### src/rtl/bqgr_pkg.sv
// ----------------------------------------------------------------------------
// bqgr_pkg
// shared types, constants and helpers of the biquad filter with gain ramp
// ----------------------------------------------------------------------------
`default_nettype none

package bqgr_pkg;

    localparam int SAMPLE_BITS_DEF = 24;
    localparam int COEF_BITS_DEF   = 18;

    localparam int COEF_FRAC  = 14;
    localparam int GAIN_FRAC  = 16;
    localparam int GAIN_BITS  = 17;
    localparam int LOG2_BITS  = 4;
    localparam int MAX_LOG2   = 12;
    localparam int POS_BITS   = 12;
    localparam int ACC_BITS   = 64;
    localparam int CNT_BITS   = 3;

    localparam int CFG_IDX_BITS = 3;

    // register indexes
    localparam logic [CFG_IDX_BITS-1:0] CFG_B0    = 3'd0;
    localparam logic [CFG_IDX_BITS-1:0] CFG_B1    = 3'd1;
    localparam logic [CFG_IDX_BITS-1:0] CFG_B2    = 3'd2;
    localparam logic [CFG_IDX_BITS-1:0] CFG_A1    = 3'd3;
    localparam logic [CFG_IDX_BITS-1:0] CFG_A2    = 3'd4;
    localparam logic [CFG_IDX_BITS-1:0] CFG_GAIN  = 3'd5;
    localparam logic [CFG_IDX_BITS-1:0] CFG_BLOCK = 3'd6;

    // reset values of the registers
    localparam int B0_RESET    = 16384;
    localparam int GAIN_RESET  = 45875;
    localparam int BLOCK_RESET = 6;

    // sequencer counter values
    localparam logic [CNT_BITS-1:0] CNT_FIN   = 3'd6;
    localparam logic [CNT_BITS-1:0] CNT_SCALE = 3'd7;

    typedef enum logic [1:0] {
        ST_IDLE,
        ST_RUN,
        ST_DONE
    } t_state;

    // multiplier operand selection
    typedef enum logic [2:0] {
        OP_B0,
        OP_B1,
        OP_B2,
        OP_A1,
        OP_A2,
        OP_RAMP,
        OP_SCALE
    } t_op;

    typedef enum logic [1:0] {
        ACC_HOLD,
        ACC_ADD,
        ACC_SUB
    } t_acc_op;

    typedef struct packed {
        t_op     op;
        logic    mul_en;
        t_acc_op acc_op;
        logic    fin_load;
        logic    out_load;
    } t_ctrl;

    // saturating add or subtract at 64 bits
    function automatic logic signed [ACC_BITS-1:0] f_sat_acc(
        input logic signed [ACC_BITS-1:0] acc,
        input logic signed [ACC_BITS-1:0] val,
        input logic                       sub
    );
        logic signed [ACC_BITS:0] ext;
        logic signed [ACC_BITS:0] sum;
        begin
            ext = {val[ACC_BITS-1], val};
            if (sub) begin
                sum = {acc[ACC_BITS-1], acc} - ext;
            end else begin
                sum = {acc[ACC_BITS-1], acc} + ext;
            end
            if (sum[ACC_BITS] != sum[ACC_BITS-1]) begin
                f_sat_acc = sum[ACC_BITS] ? {1'b1, {(ACC_BITS-1){1'b0}}}
                                          : {1'b0, {(ACC_BITS-1){1'b1}}};
            end else begin
                f_sat_acc = sum[ACC_BITS-1:0];
            end
        end
    endfunction

endpackage

`default_nettype wire

### src/rtl/bqgr_in_if.sv
// ----------------------------------------------------------------------------
// bqgr_in_if
// input sample channel: valid, ready and one sample per beat
// ----------------------------------------------------------------------------
`default_nettype none

interface bqgr_in_if #(
    parameter int SAMPLE_BITS = 24
);
    logic                          valid;
    logic                          ready;
    logic signed [SAMPLE_BITS-1:0] sample_in;

    modport source (output valid, output sample_in, input ready);
    modport sink   (input valid, input sample_in, output ready);
endinterface

`default_nettype wire

### src/rtl/bqgr_out_if.sv
// ----------------------------------------------------------------------------
// bqgr_out_if
// output sample channel: valid, ready and one sample per beat
// ----------------------------------------------------------------------------
`default_nettype none

interface bqgr_out_if #(
    parameter int SAMPLE_BITS = 24
);
    logic                          valid;
    logic                          ready;
    logic signed [SAMPLE_BITS-1:0] sample_out;

    modport source (output valid, output sample_out, input ready);
    modport sink   (input valid, input sample_out, output ready);
endinterface

`default_nettype wire

### src/rtl/biquad_filter_gain_ramp.sv
// ----------------------------------------------------------------------------
// biquad_filter_gain_ramp
// direct form I biquad section followed by a linearly ramped output gain
// ----------------------------------------------------------------------------
// usage
//   i_in carries one signed sample per beat, o_out one filtered and scaled
//   sample per beat, in the same order. both use valid/ready.
//   coefficients, target gain and block length are written through
//   i_cfg_we / i_cfg_idx / i_cfg_data while the block is idle.
// timing
//   one shared multiplier does all seven products (five taps, the ramp
//   product and the gain product) under a small sequencer, so the block
//   takes a new sample only once the result of the last one has gone to
//   the output register.
//   i_in.ready is high only while the sequencer is idle.
// stall
//   the result sits in an output register; the next sample is accepted and
//   computed while it waits, and that one holds in its last step until the
//   register frees up.
// reset
//   synchronous active low: registers go to their defaults, the delay line,
//   block position and previous gain clear, so the first block ramps from
//   zero gain.
// ----------------------------------------------------------------------------
`default_nettype none

module biquad_filter_gain_ramp #(
    parameter int SAMPLE_BITS = bqgr_pkg::SAMPLE_BITS_DEF,
    parameter int COEF_BITS   = bqgr_pkg::COEF_BITS_DEF,
    parameter int CFG_BITS    = (COEF_BITS > bqgr_pkg::GAIN_BITS) ? COEF_BITS
                                                                  : bqgr_pkg::GAIN_BITS
) (
    input  wire logic                                  i_clk,
    input  wire logic                                  i_rst_n,
    input  wire logic                                  i_cfg_we,
    input  wire logic [bqgr_pkg::CFG_IDX_BITS-1:0]     i_cfg_idx,
    input  wire logic [CFG_BITS-1:0]                   i_cfg_data,
    bqgr_in_if.sink                                    i_in,
    bqgr_out_if.source                                 o_out
);
    import bqgr_pkg::*;

    // multiplier operand widths: a side holds coefficients, ramp delta and
    // gain; b side holds samples and the block position
    localparam int MA = (COEF_BITS > GAIN_BITS + 1) ? COEF_BITS : GAIN_BITS + 1;
    localparam int MB = (SAMPLE_BITS > POS_BITS + 1) ? SAMPLE_BITS : POS_BITS + 1;
    localparam int PW = MA + MB;
    localparam int SW = PW - GAIN_FRAC;

    localparam logic signed [ACC_BITS-1:0] ROUND_Y = ACC_BITS'(1) <<< (COEF_FRAC - 1);
    localparam logic signed [PW-1:0]       ROUND_G = PW'(1) <<< (GAIN_FRAC - 1);

    // configuration registers
    logic signed [COEF_BITS-1:0] r_b0, r_b1, r_b2, r_a1, r_a2;
    logic [GAIN_BITS-1:0]        r_target;
    logic [LOG2_BITS-1:0]        r_log2;

    // filter state
    logic signed [SAMPLE_BITS-1:0] r_x0, r_x1, r_x2, r_y1, r_y2;
    logic [POS_BITS-1:0]           r_pos;
    logic [GAIN_BITS-1:0]          r_prev_gain;

    // datapath
    logic signed [ACC_BITS-1:0]    r_acc;
    logic signed [SAMPLE_BITS-1:0] r_y0;
    logic signed [GAIN_BITS:0]     r_gain;
    logic signed [SAMPLE_BITS-1:0] r_out;
    logic                          r_out_valid;

    t_ctrl                         ctrl;
    logic                          in_ready;
    logic                          in_beat;
    logic                          out_busy;
    logic signed [MA-1:0]          mul_a;
    logic signed [MB-1:0]          mul_b;
    logic signed [PW-1:0]          prod;

    logic [LOG2_BITS-1:0]          k;
    logic [POS_BITS-1:0]           last;
    logic [POS_BITS-1:0]           pos_j;
    logic signed [GAIN_BITS:0]     gain_diff;

    logic signed [ACC_BITS-1:0]    acc_rnd;
    logic signed [ACC_BITS-1:0]    y_sh;
    logic signed [SAMPLE_BITS-1:0] y_sat;
    logic signed [PW-1:0]          ramp_sh;
    logic signed [GAIN_BITS:0]     n_gain;
    logic signed [PW-1:0]          scl_rnd;
    logic signed [SW-1:0]          scl_sh;
    logic signed [SAMPLE_BITS-1:0] scl_sat;

    assign in_beat     = i_in.valid && in_ready;
    assign i_in.ready  = in_ready;
    assign out_busy    = r_out_valid && !o_out.ready;
    assign o_out.valid = r_out_valid;
    assign o_out.sample_out = r_out;

    bqgr_seq u_seq (
        .i_clk      (i_clk),
        .i_rst_n    (i_rst_n),
        .i_in_valid (i_in.valid),
        .i_out_busy (out_busy),
        .o_in_ready (in_ready),
        .o_ctrl     (ctrl)
    );

    // block length and position within the block
    assign k         = (r_log2 > LOG2_BITS'(MAX_LOG2)) ? LOG2_BITS'(MAX_LOG2) : r_log2;
    assign last      = POS_BITS'(((POS_BITS + 1)'(1) << k) - 1'b1);
    assign pos_j     = r_pos & last;
    assign gain_diff = $signed({1'b0, r_target}) - $signed({1'b0, r_prev_gain});

    // operand selection for the shared multiplier
    always_comb begin
        mul_a = MA'(r_b0);
        mul_b = MB'(r_x0);
        case (ctrl.op)
            OP_B0: begin
                mul_a = MA'(r_b0);
                mul_b = MB'(r_x0);
            end
            OP_B1: begin
                mul_a = MA'(r_b1);
                mul_b = MB'(r_x1);
            end
            OP_B2: begin
                mul_a = MA'(r_b2);
                mul_b = MB'(r_x2);
            end
            OP_A1: begin
                mul_a = MA'(r_a1);
                mul_b = MB'(r_y1);
            end
            OP_A2: begin
                mul_a = MA'(r_a2);
                mul_b = MB'(r_y2);
            end
            OP_RAMP: begin
                mul_a = MA'(gain_diff);
                mul_b = MB'($signed({1'b0, pos_j}));
            end
            OP_SCALE: begin
                mul_a = MA'(r_gain);
                mul_b = MB'(r_y0);
            end
            default: begin
                mul_a = MA'(r_b0);
            end
        endcase
    end

    bqgr_mul #(
        .A_BITS (MA),
        .B_BITS (MB)
    ) u_mul (
        .i_clk  (i_clk),
        .i_en   (ctrl.mul_en),
        .i_a    (mul_a),
        .i_b    (mul_b),
        .o_prod (prod)
    );

    // filter value: round half up at q.14, then clamp to sample range
    assign acc_rnd = f_sat_acc(r_acc, ROUND_Y, 1'b0);
    assign y_sh    = acc_rnd >>> COEF_FRAC;
    always_comb begin
        if ((&y_sh[ACC_BITS-1:SAMPLE_BITS-1]) || !(|y_sh[ACC_BITS-1:SAMPLE_BITS-1])) begin
            y_sat = y_sh[SAMPLE_BITS-1:0];
        end else if (y_sh[ACC_BITS-1]) begin
            y_sat = {1'b1, {(SAMPLE_BITS-1){1'b0}}};
        end else begin
            y_sat = {1'b0, {(SAMPLE_BITS-1){1'b1}}};
        end
    end

    // ramp gain: previous gain plus floor of delta * j / 2^k
    assign ramp_sh = prod >>> k;
    assign n_gain  = $signed({1'b0, r_prev_gain}) + (GAIN_BITS + 1)'(ramp_sh);

    // scaled output: round half up at q1.16, then clamp
    assign scl_rnd = prod + ROUND_G;
    assign scl_sh  = SW'(scl_rnd >>> GAIN_FRAC);
    always_comb begin
        if ((&scl_sh[SW-1:SAMPLE_BITS-1]) || !(|scl_sh[SW-1:SAMPLE_BITS-1])) begin
            scl_sat = scl_sh[SAMPLE_BITS-1:0];
        end else if (scl_sh[SW-1]) begin
            scl_sat = {1'b1, {(SAMPLE_BITS-1){1'b0}}};
        end else begin
            scl_sat = {1'b0, {(SAMPLE_BITS-1){1'b1}}};
        end
    end

    // configuration writes
    always_ff @(posedge i_clk) begin
        if (!i_rst_n) begin
            r_b0     <= COEF_BITS'(B0_RESET);
            r_b1     <= '0;
            r_b2     <= '0;
            r_a1     <= '0;
            r_a2     <= '0;
            r_target <= GAIN_BITS'(GAIN_RESET);
            r_log2   <= LOG2_BITS'(BLOCK_RESET);
        end else if (i_cfg_we) begin
            case (i_cfg_idx)
                CFG_B0:    r_b0     <= i_cfg_data[COEF_BITS-1:0];
                CFG_B1:    r_b1     <= i_cfg_data[COEF_BITS-1:0];
                CFG_B2:    r_b2     <= i_cfg_data[COEF_BITS-1:0];
                CFG_A1:    r_a1     <= i_cfg_data[COEF_BITS-1:0];
                CFG_A2:    r_a2     <= i_cfg_data[COEF_BITS-1:0];
                CFG_GAIN:  r_target <= i_cfg_data[GAIN_BITS-1:0];
                CFG_BLOCK: r_log2   <= i_cfg_data[LOG2_BITS-1:0];
                default: begin
                end
            endcase
        end
    end

    // filter and ramp state, committed when the result is handed out
    always_ff @(posedge i_clk) begin
        if (!i_rst_n) begin
            r_x1        <= '0;
            r_x2        <= '0;
            r_y1        <= '0;
            r_y2        <= '0;
            r_pos       <= '0;
            r_prev_gain <= '0;
        end else if (ctrl.out_load) begin
            r_x2 <= r_x1;
            r_x1 <= r_x0;
            r_y2 <= r_y1;
            r_y1 <= r_y0;
            if (pos_j == last) begin
                r_pos       <= '0;
                r_prev_gain <= r_target;
            end else begin
                r_pos <= pos_j + 1'b1;
            end
        end
    end

    // datapath registers
    always_ff @(posedge i_clk) begin
        if (in_beat) begin
            r_x0 <= i_in.sample_in;
        end
        if (in_beat) begin
            r_acc <= '0;
        end else if (ctrl.acc_op == ACC_ADD) begin
            r_acc <= f_sat_acc(r_acc, ACC_BITS'(prod), 1'b0);
        end else if (ctrl.acc_op == ACC_SUB) begin
            r_acc <= f_sat_acc(r_acc, ACC_BITS'(prod), 1'b1);
        end
        if (ctrl.fin_load) begin
            r_y0   <= y_sat;
            r_gain <= n_gain;
        end
        if (ctrl.out_load) begin
            r_out <= scl_sat;
        end
    end

    // output beat register
    always_ff @(posedge i_clk) begin
        if (!i_rst_n) begin
            r_out_valid <= 1'b0;
        end else if (ctrl.out_load) begin
            r_out_valid <= 1'b1;
        end else if (o_out.ready) begin
            r_out_valid <= 1'b0;
        end
    end
endmodule

`default_nettype wire

### src/rtl/bqgr_mul.sv
// ----------------------------------------------------------------------------
// bqgr_mul
// shared signed multiplier with registered product
// ----------------------------------------------------------------------------
`default_nettype none

module bqgr_mul #(
    parameter int A_BITS = 18,
    parameter int B_BITS = 24
) (
    input  wire logic                            i_clk,
    input  wire logic                            i_en,
    input  wire logic signed [A_BITS-1:0]        i_a,
    input  wire logic signed [B_BITS-1:0]        i_b,
    output logic signed [A_BITS+B_BITS-1:0]      o_prod
);
    logic signed [A_BITS+B_BITS-1:0] r_prod;
    logic signed [A_BITS+B_BITS-1:0] n_prod;

    assign n_prod = i_a * i_b;

    always_ff @(posedge i_clk) begin
        if (i_en) begin
            r_prod <= n_prod;
        end
    end

    assign o_prod = r_prod;
endmodule

`default_nettype wire

### src/rtl/bqgr_seq.sv
// ----------------------------------------------------------------------------
// bqgr_seq
// sequencer stepping the shared multiplier through one sample
// ----------------------------------------------------------------------------
`default_nettype none

module bqgr_seq (
    input  wire logic    i_clk,
    input  wire logic    i_rst_n,
    input  wire logic    i_in_valid,
    input  wire logic    i_out_busy,
    output logic         o_in_ready,
    output bqgr_pkg::t_ctrl o_ctrl
);
    import bqgr_pkg::*;

    t_state              r_state;
    t_state              n_state;
    logic [CNT_BITS-1:0] r_cnt;
    logic [CNT_BITS-1:0] n_cnt;

    always_ff @(posedge i_clk) begin
        if (!i_rst_n) begin
            r_state <= ST_IDLE;
            r_cnt   <= '0;
        end else begin
            r_state <= n_state;
            r_cnt   <= n_cnt;
        end
    end

    // next state
    always_comb begin
        n_state = r_state;
        n_cnt   = r_cnt;
        case (r_state)
            ST_IDLE: begin
                n_cnt = '0;
                if (i_in_valid) begin
                    n_state = ST_RUN;
                end
            end
            ST_RUN: begin
                n_cnt = r_cnt + 1'b1;
                if (r_cnt == CNT_SCALE) begin
                    n_state = ST_DONE;
                end
            end
            ST_DONE: begin
                if (!i_out_busy) begin
                    n_state = ST_IDLE;
                end
            end
            default: begin
                n_state = ST_IDLE;
            end
        endcase
    end

    // outputs
    always_comb begin
        o_in_ready      = 1'b0;
        o_ctrl.op       = OP_B0;
        o_ctrl.mul_en   = 1'b0;
        o_ctrl.acc_op   = ACC_HOLD;
        o_ctrl.fin_load = 1'b0;
        o_ctrl.out_load = 1'b0;
        case (r_state)
            ST_IDLE: begin
                o_in_ready = 1'b1;
            end
            ST_RUN: begin
                // issue product of this step, accumulate the one before
                case (r_cnt)
                    3'd0: begin
                        o_ctrl.op     = OP_B0;
                        o_ctrl.mul_en = 1'b1;
                    end
                    3'd1: begin
                        o_ctrl.op     = OP_B1;
                        o_ctrl.mul_en = 1'b1;
                        o_ctrl.acc_op = ACC_ADD;
                    end
                    3'd2: begin
                        o_ctrl.op     = OP_B2;
                        o_ctrl.mul_en = 1'b1;
                        o_ctrl.acc_op = ACC_ADD;
                    end
                    3'd3: begin
                        o_ctrl.op     = OP_A1;
                        o_ctrl.mul_en = 1'b1;
                        o_ctrl.acc_op = ACC_ADD;
                    end
                    3'd4: begin
                        o_ctrl.op     = OP_A2;
                        o_ctrl.mul_en = 1'b1;
                        o_ctrl.acc_op = ACC_SUB;
                    end
                    3'd5: begin
                        o_ctrl.op     = OP_RAMP;
                        o_ctrl.mul_en = 1'b1;
                        o_ctrl.acc_op = ACC_SUB;
                    end
                    CNT_FIN: begin
                        o_ctrl.fin_load = 1'b1;
                    end
                    CNT_SCALE: begin
                        o_ctrl.op     = OP_SCALE;
                        o_ctrl.mul_en = 1'b1;
                    end
                    default: begin
                        o_ctrl.mul_en = 1'b0;
                    end
                endcase
            end
            ST_DONE: begin
                o_ctrl.out_load = !i_out_busy;
            end
            default: begin
                o_in_ready = 1'b0;
            end
        endcase
    end
endmodule

`default_nettype wire
### src/flat_wrapper.sv
// flat-port wrapper written by rule: the top's interface ports become plain ports
module biquad_filter_gain_ramp_flat import bqgr_pkg::*;
#(
    parameter int SAMPLE_BITS = bqgr_pkg::SAMPLE_BITS_DEF,
    parameter int COEF_BITS   = bqgr_pkg::COEF_BITS_DEF,
    parameter int CFG_BITS    = (COEF_BITS > bqgr_pkg::GAIN_BITS) ? COEF_BITS
                                                                  : bqgr_pkg::GAIN_BITS
)
  (i_clk, i_rst_n, i_cfg_we, i_cfg_idx, i_cfg_data, i_in_valid, i_in_sample_in, i_in_ready, o_out_valid, o_out_sample_out, o_out_ready);
  bqgr_in_if #(.SAMPLE_BITS(SAMPLE_BITS)) i_in_i ();
  bqgr_out_if #(.SAMPLE_BITS(SAMPLE_BITS)) o_out_i ();
  input  wire logic i_clk;
  input  wire logic i_rst_n;
  input  wire logic i_cfg_we;
  input  wire logic [bqgr_pkg::CFG_IDX_BITS-1:0] i_cfg_idx;
  input  wire logic [CFG_BITS-1:0] i_cfg_data;
  input wire logic [$bits(i_in_i.valid)-1:0] i_in_valid;
  input wire logic [$bits(i_in_i.sample_in)-1:0] i_in_sample_in;
  output wire logic [$bits(i_in_i.ready)-1:0] i_in_ready;
  output wire logic [$bits(o_out_i.valid)-1:0] o_out_valid;
  output wire logic [$bits(o_out_i.sample_out)-1:0] o_out_sample_out;
  input wire logic [$bits(o_out_i.ready)-1:0] o_out_ready;
  assign i_in_i.valid = i_in_valid;
  assign i_in_i.sample_in = i_in_sample_in;
  assign i_in_ready = i_in_i.ready;
  assign o_out_valid = o_out_i.valid;
  assign o_out_sample_out = o_out_i.sample_out;
  assign o_out_i.ready = o_out_ready;
  biquad_filter_gain_ramp #(.SAMPLE_BITS(SAMPLE_BITS), .COEF_BITS(COEF_BITS), .CFG_BITS(CFG_BITS)) u_core (.i_clk(i_clk), .i_rst_n(i_rst_n), .i_cfg_we(i_cfg_we), .i_cfg_idx(i_cfg_idx), .i_cfg_data(i_cfg_data), .i_in(i_in_i), .o_out(o_out_i));
endmodule
### config.mk
export PLATFORM = sky130hd
export DESIGN_NAME = biquad_filter_gain_ramp_flat
export DESIGN_NICKNAME = d
export VERILOG_FILES = /design/src/rtl/bqgr_pkg.sv /design/src/rtl/bqgr_in_if.sv /design/src/rtl/bqgr_out_if.sv /design/src/rtl/biquad_filter_gain_ramp.sv /design/src/rtl/bqgr_mul.sv /design/src/rtl/bqgr_seq.sv /design/src/flat_wrapper.sv
export SDC_FILE = /design/constraint.sdc
export NUM_CORES = 2
export LEC_CHECK = 0
export BUFFER_PORTS_ARGS = -buffer_cell sky130_fd_sc_hd__buf_2
export CORE_ASPECT_RATIO = 1.4
export CORE_MARGIN = 2
export CORE_UTILIZATION = 55
export CTS_BUF_LIST = sky130_fd_sc_hd__clkbuf_4
export CTS_CLUSTER_DIAMETER = 40
export DETAILED_ROUTE_END_ITERATION = 8
export PLACE_DENSITY = 0.71
export SYNTH_ARGS = -nofsm -noshare
export SYNTH_HDL_FRONTEND = slang
export SYNTH_HIERARCHICAL = 1
export SYNTH_SLANG_ARGS = --single-unit
### constraint.sdc
create_clock -name i_clk -period 32 [get_ports i_clk]
set_input_delay 3.2 -clock i_clk [delete_from_list [all_inputs] [get_ports i_clk]]
set_output_delay 3.2 -clock i_clk [all_outputs]
set_load 0.005 [all_outputs]
==> flow_metrics.py <==
metrics = {
    "run_status": {
        "status": "completed",
    },
    "synthesis": {
        "yosys_most_used_dff": "dfxtp_1",
        "yosysSeqAreaShare_pct": 21.5,
        "synth_nets": 6344,
        "yosysWarnings": 6,
        "syn_inst": 5585,
        "synth_edf_count": 132,
        "ys_async_sr_fraction_pct": 0,
        "avgSynthCellArea_sq_um": 8.41,
        "synth_area_sq_mm": 0.0470,
        "yosys-top-cells-area": "fa_1 18%, dfxtp_1 13%, edfxtp_1 8.4%",
        "ys_seq_elements": 438,
        "synth_top_area_share_pct": 18.3,
        "yosysTopAreaCell": "fa_1",
        "synth.distinct_cells": 105,
    },
    "grt": {
        "met1_usage_pct": 38.9,
        "grt.overflow.total": 0,
        "grt_pass1_wl_mm": 237,
        "met3_usage_pct": 6.34,
        "grt_max_degree": 138,
        "antenna_found_initial": 3,
        "grt.total_usage_pct": 34.8,
        "met2_usage_pct": 59.1,
        "grt_pass1_vias": 41900,
        "busiest_layer": "met2",
    },
    "timing": {
        "hold_violations": 0,
        "worst_slew_pin_slew_ns": 1.12,
        "period_minus_slack_ns": 10.80,
        "finalSetupViolations": 0,
        "slew_headroom_pct": 24.8,
        "maxClockFrequency_mhz": 92.6,
        "min_period_over_period_pct": 33.8,
        "skew_ns": 0.161,
        "tns_ns": 0,
        "rsz0062_at_grt": "false",
        "drv_slew": 0,
    },
    "clock_network": {
        "hold_buffers": 0,
        "htree_levels": 3,
        "clk_latency_ns": 1.03,
        "cts.sinks": 438,
        "cts_buffers": 113,
        "path_clk_slew_ns": 0.07,
        "cts_resized": 0,
        "cts_root_buf": "clkbuf_4",
        "postCtsSetupBuffers": 0,
        "clk_path_buf_depth": 3,
        "cts_tree": "done",
    },
    "floorplan": {
        "core_sq_mm": 0.0845,
        "num_io_pins": 76,
        "placementRows": 126,
        "dieWidth_microns": 251,
        "die_area_sq_mm": 0.0878,
        "initial_utilization_pct": 55.6,
        "fp.dieH_microns": 350,
    },
    "cells_and_area": {
        "stdcell_count": 6728,
        "final_cell_mix": "687 x nand2_1, 685 x inv_1, 429 x fa_1",
        "syn2layout_area_growth_pct": 5.60,
        "drive_gt1_share_pct": 7.70,
        "fin_nets": 6305,
        "fill_cells": 7700,
        "layout_commonest_cell": "nand2_1",
    },
    "power_and_ir_drop": {
        "combinationalPowerShare_pct": 59.8,
        "p_leak_nw": 20.2,
        "p_int_mw": 1.55,
        "seqPwrFrac_pct": 24.0,
        "ir_drop_uv": 51.3,
        "powerDensity_mw_per_mm2": 61.8,
        "p_sw_mw": 1.52,
        "p_sw_share_pct": 49.5,
        "clkPwrFrac_pct": 16.2,
    },
    "worst_hold_path": {
        "min_delay_path_depth": 2,
        "hold_class": "reg -> reg",
        "worstHoldStart": "u_core/r_a2[9]",
        "holdPathEnd": "u_core/r_a2[9]",
    },
    "drt": {
        "drcViolationCount": 0,
        "drt-initial-drc-count": 3349,
        "vias": 41300,
        "ant_nets": 0,
        "wl_per_cell_microns": 22.7,
        "drt_first_pass_iters": 5,
        "vias_per_cell": 6.13,
        "drt-total-wl_mm": 153,
    },
    "place": {
        "place_congestion": 1.01,
        "place_hpwl_mm": 117,
        "io_buffer_count": 75,
        "dp_cells": 6519,
    },
    "critical_path": {
        "worst-path-max-fanout": 44,
        "r2r_end": "u_core/u_mul/o_prod[40]",
        "slowest_stage": "o21a_1",
        "critPathArrivalTime_ns": 11.41,
        "start_kind": "register",
        "end_kind": "register",
        "cp.required_ns": 32.61,
        "critical_path_class": "reg -> reg",
        "slowest_delay_ns": 0.83,
        "worstRegToRegCells": 35,
        "critical_path.most_common_cell": "inv_1",
        "ff2ff_setup_slack_ns": 21.20,
        "reg2reg_from": "u_core/u_seq/r_cnt[0]",
    },
    "job": {
        "drv_cap": 0,
    },
}
## metal layers
layer / vias up / wire length [microns]
met5: - / 30
met4: 4 / 12900
met3: 597 / 10700
met2: 1745 / 73500
met1: 20200 / 55400
li1: 18800 / -
## power by group through the flow
stage               Sequential [mW]  Clock [mW]  Combinational, mW
finish                        0.734       0.498               1.83
global route                  0.736       0.535               2.00
floorplan                     0.713           0               1.30
detailed placement            0.743           0               1.79
global placement              0.742           0               1.77
CTS                           0.730       0.509               1.80
## cells by family after synthesis
logic type / synth area share [%]
multiplexers: 4.72
buffers and inverters: 8.10
AND/OR/NAND/NOR: 17.6
flip-flops: 21.5
adder cells (fa/ha/maj): 25.8
XOR/XNOR: 4.70
AO/OA/AOI/OAI: 17.6
## cells in the mapped netlist (41+ instances only)
cell type    n
nand2_1    687
fa_1       429
mux2i_1    181
o211ai_1    45
o21a_1      41
nand4_1     58
nor2b_1    169
nor2_1     293
a21oi_1    319
xor2_1      44
a211oi_1    46
o21ai_0    294
edfxtp_1   132
clkbuf_1   239
dfxtp_1    306
a21boi_0   113
and2_1     174
xnor2_1    208
o21bai_1    53
inv_1      685
nor3_1      65
a21o_1      50
ha_1       280
nand3_1     94
## worst max-delay path: cells and delay by family (launching register included)
kind                     cells  cell delay, ns
flip-flops                   1            0.38
AO/OA/AOI/OAI               13            3.33
AND/OR/NAND/NOR              4            1.26
buffers and inverters        9            1.75
adder cells (fa/ha/maj)      8            3.52
multiplexers                 1            0.16
## worst max path at each step
stage	from	end	slack (ns)	cells past startpoint
6_report	u_core/u_seq/r_cnt[0]	u_core/u_mul/o_prod[40]	21.20	35
5_1_grt	u_core/u_seq/r_cnt[0]	u_core/u_mul/o_prod[40]	20.64	35
4_1_cts	u_core/u_seq/r_cnt[0]	u_core/u_mul/o_prod[40]	21.32	35
3_5_place_dp	u_core/u_seq/r_cnt[0]	u_core/u_mul/o_prod[40]	21.48	35
3_3_place_gp	u_core/u_seq/r_cnt[0]	u_core/u_mul/o_prod[40]	21.78	35
2_1_floorplan	u_core/u_seq/r_cnt[0]	u_core/u_mul/o_prod[40]	21.71	30
## final cells by class
| type | count | area (sq um) | area share (%) |
|---|---|---|---|
| diodes | 1 | 2.50 | 0.00505 |
| well taps | 1088 | 1360 | 2.75 |
| flip-flops and latches | 438 | 10100 | 20.4 |
| inverters | 694 | 2610 | 5.25 |
| clock inverters | 41 | 189 | 0.381 |
| multi-input cells | 4151 | 33200 | 66.9 |
| repair buffers | 148 | 930 | 1.87 |
| clock buffers | 167 | 1250 | 2.53 |
## per-stage QoR
stage	power (mW)	utilization, %	hold WS, ns	setup slack (ns)	cell area [sq um]
2_1_floorplan	2.02	-	0.440	21.71	47000
3_3_place_gp	2.51	57.0	0.451	21.78	48100
3_5_place_dp	2.53	57.0	0.459	21.48	48100
4_1_cts	3.04	58.7	0.468	21.32	49600
5_1_grt	3.27	58.7	0.496	20.64	49600
6_report	3.06	58.7	0.468	21.20	49600
## flip-flops by register name (all words and copies together) (netlist names), 17 cells and up
name                     count
u_core/r_acc                64
u_core/r_a1                 18
u_core/r_x1                 24
u_core/r_b1                 18
u_core/r_gain               18
u_core/r_b2                 18
u_core/r_y1                 24
u_core/r_y0                 24
u_core/r_a2                 18
u_core/o_out.sample_out     24
u_core/r_b0                 18
u_core/r_prev_gain          17
u_core/u_mul/o_prod         42
u_core/r_target             17
u_core/r_y2                 24
u_core/r_x0                 24
u_core/r_x2                 24
Power figures use the tool's default switching activity.
